**config.mk**
```make
export PLATFORM = sky130hd
export DESIGN_NAME = rdcs_sqrt_pipe
export DESIGN_NICKNAME = d
export VERILOG_FILES = /design/src/rtl/core/rod_distance_constraint_solver_unit_defines.svh /design/src/rtl/core/rdcs_sqrt_pipe.sv
export SDC_FILE = /design/constraint.sdc
export NUM_CORES = 2
export LEC_CHECK = 0
export BUFFER_PORTS_ARGS = -buffer_cell sky130_fd_sc_hd__buf_2
export CELL_PAD_IN_SITES_DETAIL_PLACEMENT = 0
export CELL_PAD_IN_SITES_GLOBAL_PLACEMENT = 1
export CORE_MARGIN = 2
export CORE_UTILIZATION = 43
export CTS_CLUSTER_SIZE = 25
export DETAILED_ROUTE_END_ITERATION = 16
export PLACE_DENSITY = 0.8
export SLEW_MARGIN = 20
export SYNTH_ARGS = -nofsm -noshare
export SYNTH_HDL_FRONTEND = slang
export SYNTH_MEMORY_MAX_BITS = 65536
export SYNTH_SLANG_ARGS = --single-unit
export TNS_END_PERCENT = 100
```
**constraint.sdc**
```tcl
create_clock -name clk -period 3.7 [get_ports clk]
set_clock_uncertainty 0.2 [all_clocks]
set_input_delay 0.555 -clock clk [delete_from_list [all_inputs] [get_ports clk]]
set_output_delay 0.555 -clock clk [all_outputs]
set_load 0.005 [all_outputs]
```
**src/rtl/core/rod_distance_constraint_solver_unit_defines.svh**
```systemverilog
// ----------------------------------------------------------------------------
// Rod distance constraint solver: assertion macros
// Concurrent checks used inside the solver RTL; empty when SYNTH is defined.
// ----------------------------------------------------------------------------
`ifndef ROD_DISTANCE_CONSTRAINT_SOLVER_UNIT_DEFINES_SVH
`define ROD_DISTANCE_CONSTRAINT_SOLVER_UNIT_DEFINES_SVH

`ifndef SYNTH
// implication or plain property, checked on every clock edge out of reset
`define RDCS_ASSERT(lbl, clk, rstn, prop) \
  lbl: assert property (@(posedge clk) disable iff (!rstn) (prop)) \
    else $error("rdcs assertion failed");
// condition that must never be seen out of reset
`define RDCS_NEVER(lbl, clk, rstn, expr) \
  lbl: assert property (@(posedge clk) disable iff (!rstn) !(expr)) \
    else $error("rdcs forbidden condition");
`else
`define RDCS_ASSERT(lbl, clk, rstn, prop)
`define RDCS_NEVER(lbl, clk, rstn, expr)
`endif

`endif

```
**src/rtl/core/rdcs_sqrt_pipe.sv**
```systemverilog
// ----------------------------------------------------------------------------
// Pipelined integer square root
// One root bit per stage, restoring digit recurrence, side data travels along.
// ----------------------------------------------------------------------------
module rdcs_sqrt_pipe #(
  parameter int RW     = 33,
  parameter int SIDE_W = 8
) (
  input  logic              clk,
  input  logic              rst_n,
  input  logic              adv,
  input  logic              in_vld,
  input  logic [SIDE_W-1:0] in_side,
  input  logic [2*RW-1:0]   in_rad,
  output logic              out_vld,
  output logic [SIDE_W-1:0] out_side,
  output logic [RW-1:0]     out_root
);

  logic              vld_r  [RW];
  logic [SIDE_W-1:0] side_r [RW];
  logic [RW:0]       rem_r  [RW];
  logic [RW-1:0]     root_r [RW];
  logic [2*RW-1:0]   rad_r  [RW];

  for (genvar k = 0; k < RW; k++) begin : g_stage
    logic              src_vld;
    logic [SIDE_W-1:0] src_side;
    logic [RW:0]       src_rem;
    logic [RW-1:0]     src_root;
    logic [2*RW-1:0]   src_rad;
    logic [RW+2:0]     temp;
    logic [RW+2:0]     trial;
    logic [RW+2:0]     diff;
    logic              ge;

    if (k == 0) begin : g_first
      assign src_vld  = in_vld;
      assign src_side = in_side;
      assign src_rem  = '0;
      assign src_root = '0;
      assign src_rad  = in_rad;
    end else begin : g_next
      assign src_vld  = vld_r[k-1];
      assign src_side = side_r[k-1];
      assign src_rem  = rem_r[k-1];
      assign src_root = root_r[k-1];
      assign src_rad  = rad_r[k-1];
    end

    // bring down two radicand bits, try root*4+1
    assign temp  = {src_rem, src_rad[2*RW-1 -: 2]};
    assign trial = {1'b0, src_root, 2'b01};
    assign ge    = (temp >= trial);
    assign diff  = temp - trial;

    always_ff @(posedge clk) begin
      if (!rst_n) begin
        vld_r[k] <= 1'b0;
      end else if (adv) begin
        vld_r[k] <= src_vld;
      end
    end

    always_ff @(posedge clk) begin
      if (adv) begin
        side_r[k] <= src_side;
        rem_r[k]  <= ge ? diff[RW:0] : temp[RW:0];
        root_r[k] <= {src_root[RW-2:0], ge};
        rad_r[k]  <= {src_rad[2*RW-3:0], 2'b00};
      end
    end
  end

  assign out_vld  = vld_r[RW-1];
  assign out_side = side_r[RW-1];
  assign out_root = root_r[RW-1];

endmodule

```
# After elaboration in Yosys (flattened, before gate mapping)
# Memories as Yosys holds them, arrays and structs flattened.
# Index checks and enable logic that the tools add are counted.
[classes]
add_sub_neg = 33
n_lt_le_gt_ge = 33
mux = 71
bitwise_logic = 33
[op_table]
columns = ["op", "n"]
rows = [
  ["$ge 36x35->1", 32],
  ["$mux 34", 33],
  ["$sub 34x34->34", 32],
  ["$mux 1", 38],
  ["$or 1x1->1", 33],
  ["$sub 2x1->3 const B", 1],
  ["$ge 2x1->1 const B", 1],
]
[word_totals]
regBits = 0
mem_bits_rw = 4620
in_bits = 78
memories = 5
[mem_list]
columns = ["memory", "depth", "word_bits", "read_ports", "rd_clocked_by_memory_dff", "wr", "line_no", "rtl"]
rows = [
  ["rad_r", 33, 64, 32, 0, 33, "rdcs_sqrt_pipe.sv:24", "logic [2*RW-1:0] rad_r [RW];"],
  ["rem_r", 33, 34, 32, 0, 33, "rdcs_sqrt_pipe.sv:22", "logic [RW:0] rem_r [RW];"],
  ["root_r", 33, 33, 33, 0, 33, "rdcs_sqrt_pipe.sv:23", "logic [RW-1:0] root_r [RW];"],
  ["side_r", 33, 8, 33, 0, 33, "rdcs_sqrt_pipe.sv:21", "logic [SIDE_W-1:0] side_r [RW];"],
  ["vld_r", 33, 1, 33, 0, 33, "rdcs_sqrt_pipe.sv:20", "logic vld_r [RW];"],
]

# Logic depth before layout (Yosys ltp)
[depth]
word_depth = 4
mapped_depth = 15

# Least setup slack after synthesis
# OpenSTA, ideal clock, no wires.
[synth_timing]
kind = "reg-to-reg"
from = "mem rem_r[0][617] (netlist bit)"
to = "mem rem_r[0][679] (netlist bit) (data pin)"
t_arrival_ns = 3.146
t_required_ns = 3.242
slack_ns = 0.096
path_stages_with_launch = 13
path_buffers = 1
path_cell_list = "edfxtp_1 -> ha_1 -> and4_1 -> o21ai_0 -> a21oi_1 -> o211ai_1 -> o31ai_1 -> nand2_1 -> o21a_1 -> or3_1 -> clkbuf_1 -> or4_1 -> xnor2_1"
[synth_rtl]
columns = ["element", "line_no"]
rows = [
  ["from (decl)", "rdcs_sqrt_pipe.sv:22"],
]

==> summary.txt <==
number of input and output port buffers inserted: 119
post-synthesis xor/xnor area fraction: 5.75%
GPL Wtd Cong: 0.911
CTS tree: done
antenna violations before repair: 1
Primary FF master, synth: edfxtp_1
period utilisation layout: 99.0%
fin nets: 11,200
Cell Pwr Density: 615 nW/um^2
Flop pwr share: 47.5%
die area: 311,000 sq um
Mapped Area: 132,000 sq um
crit path cell chain: ha_2 > or3_1 > o22ai_2 > a2bb2oi_2 > o21ai_2 > o21ba_4 > o41a_1 > a211o_1 > or4b_4 > nor3_4 > xor2_1
TNS Setup: 0 ns
Slew headroom: 40.6%
layout cells sized above 1: 11.8%
I/O Pins: 120
final hold violations: 0
Combinational Power Share: 19.8%
fmax: 273 MHz
Synth Area per Inst: 13.5 sq um
Area contributors post-synth: edfxtp_1 67%, ha_1 5.6%, xor2_1 3.1%
Sw Share: 27.5%
Static Leak: 57.9 nW
number of synthesized flops with an enable pin: 2,950
cell count after synthesis: 9,788
antenna viol nets, final: 0
Max Buffers Root-to-Sink: 4
clock power share: 32.6%
CP Class: flop to flop
Vias: 77,200
DR WL/cell: 17.3 um
drt drc: 0
Compound-Gate Fraction of Synth Area: 8.72%
adder-cell share of the synthesized area: 5.65%
top cell type's share of synthesized area: 67.1%
GRT Total Usage: 16.2%
status: complete, no violations
RSZ-0062 raised after global routing: true
via/cell ratio: 5.18
yosys warns: 0
Max H-tree Level: 5
internal cell power: 67.9 mW
Switch Pwr: 25.8 mW
clk root buf: clkbuf_16
Worst-path clk slew: 0.06 ns
mux contribution to synthesized area: 0.866%
Synth Area in Simple Gates: 9.24%
DRT Pass-1 Iters: 6
CP max stage delay: 0.64 ns
total routed wirelength: 257,000 um
dominant cell type by area after synthesis: edfxtp_1
setup violators final: 0
Skew-Pair Late Insertion Delay: 0.91 ns
sequential fraction of the synthesis area: 67.1%
Worst-Margin Slew: 0.891 ns
CP endpoint kind: flop
Die W: 558 um
Final Slew Violations: 0
Cell variety after synth: 96
design area: 152,000 sq um
crit path max fanout: 6
Initial Util: 43.2%
Syn Nets: 10,500
minimum clock period: 3.66 ns
global-route wire length before repair: 410,000 um
asr flop ratio synth: 0%
hpwl dp: 181,000 um
core area: 306,000 sq um
largest net degree at the start of global routing: 146
Peak VDD IR: 0.518 mV
main combinational cell family by area after synthesis: simple AND/OR/NAND/NOR gates
slowest CP cell: or4b_4
Max Cap Viol: 0
FF+latch count, synth: 2,951
Sink Count: 2,951
WP data arrival: 4.12 ns
num rows: 203
vias in the first global route: 77,400
CP Launch Type: flop
total congestion overflow: 0
Iter 0 DRT Violations: 5,547
Worst Path Required: 4.15 ns
Area after DPL: 140,000 sq um
die span in y: 558 um
P&R area growth vs syn: 15.3%
worst min path class: input port to flop
total CTS buffers: 317
-- critical path, delay by kind of cell (launching register included) --
family,cells,cell delay [ns]
compound gates,6,1.35
simple gates,3,1.19
flops,1,0.40
fa+ha+maj,1,0.21
xor+xnor,1,0.09
-- synth_stat cells, drive strengths merged, types with 147 or more instances --
master,number
nand2,634
xnor2,400
nor3,229
inv,743
o21ai,538
ha,596
nor2,574
nand3,151
xor2,467
a21o,220
clkbuf,160
a21oi,607
edfxtp,2950
nand2b,147
-- path summary, 6_finish.rpt --
path | start | end | slack (ns) | depth (start not counted)
max | rem_r[0][544] | rem_r[0][609] | 0.04 | 11
min | in_rad[60] | rad_r[0][60] | 0.16 | 2
max reg2reg | rem_r[0][544] | rem_r[0][609] | 0.04 | 11
min reg2reg | rad_r[0][949] | rad_r[0][1015] | 0.18 | 0
-- flip-flops by register name, summed over array words and instances, names as in the netlist --
register and cells:
rem_r 1037, root_r 561, side_r 264, vld_r 33, rad_r 1056
-- final cells by class --
cell class / instances / area [sq um]
Clock buffer: 382 / 8260
Clock inverter: 190 / 1820
Tap cell: 4100 / 5130
Inverter: 743 / 2790
Timing Repair Buffer: 614 / 4990
Fill cell: 25800 / 153000
Sequential cell: 2951 / 88600
Multi-Input combinational cell: 5913 / 40700
Antenna cell: 1 / 2.50
-- power groups by stage --
stage	logic, mW	clock network (mW)	registers, mW
after detailed placement	18.1	0	45.3
after floorplan	12.8	0	44.1
after global placement	17.7	0	45.2
after global routing	20.8	32.9	45.0
final	18.6	30.6	44.6
after CTS	18.3	31.6	44.6
-- cell usage in the layout (no fill, tap or decap), drive strengths merged, types with 58 or more instances in the layout --
master and count:
a21o 220, a21oi 607, and3 84, buf 535, clkbuf 383, clkinv 131
dlygate4sd3 78, edfxtp 2950, ha 596, inv 764, mux2 90, nand2 634
nand2b 147, nand3 151, nand4 93, nor2 574, nor2b 96, nor3 229
nor4 133, o21a 103, o21ai 538, o31ai 58, or3 98, or4 65
xnor2 400, xor2 467
-- cell families (layout without fill, tap and decap cells) --
kind of cell	after synthesis	count (layout)
AOI/OAI and AO/OA	1885	1885
buffers and inverters	925	1929
xor gates and xnor gates	867	867
and+or+nand+nor	2460	2461
muxes	103	103
other	1	2
DFF	2951	2951
adders and majority gates	596	596
-- timing repair --
| action | in CTS | in global routing |
|---|---|---|
| setup buffers | 4 | 23 |
| setup endpoints to repair | 38 | 327 |
| gates cloned | 1 | 2 |
| hold endpoints to repair | 81 | 0 |
| pin swaps | 3 | 33 |
| hold buffers | 78 | 0 |
| resized for setup | 26 | 125 |
-- through the flow --
stage	setup WS [ns]	std cells	util [%]	power, mW	hold WS, ns
finish	0.0354	14900	49.8	93.7	0.162
global route	-0.0688	14900	49.8	98.6	0.103
CTS	0.000575	14900	49.6	94.5	0.0679
detailed placement	-0.205	14200	46.0	63.3	0.205
global placement	-0.226	14200	46.0	62.9	0.200
floorplan	0.0962	9788	-	56.9	0.200
-- routing by layer --
layer | part of all wire, % | track usage (%)
met5 | 0 | 0
met4 | 3.4 | 5.50
met3 | 4.1 | 2.38
met2 | 50 | 28.2
met1 | 43 | 20.7
No activity file was read; power rests on OpenSTA's default activity.
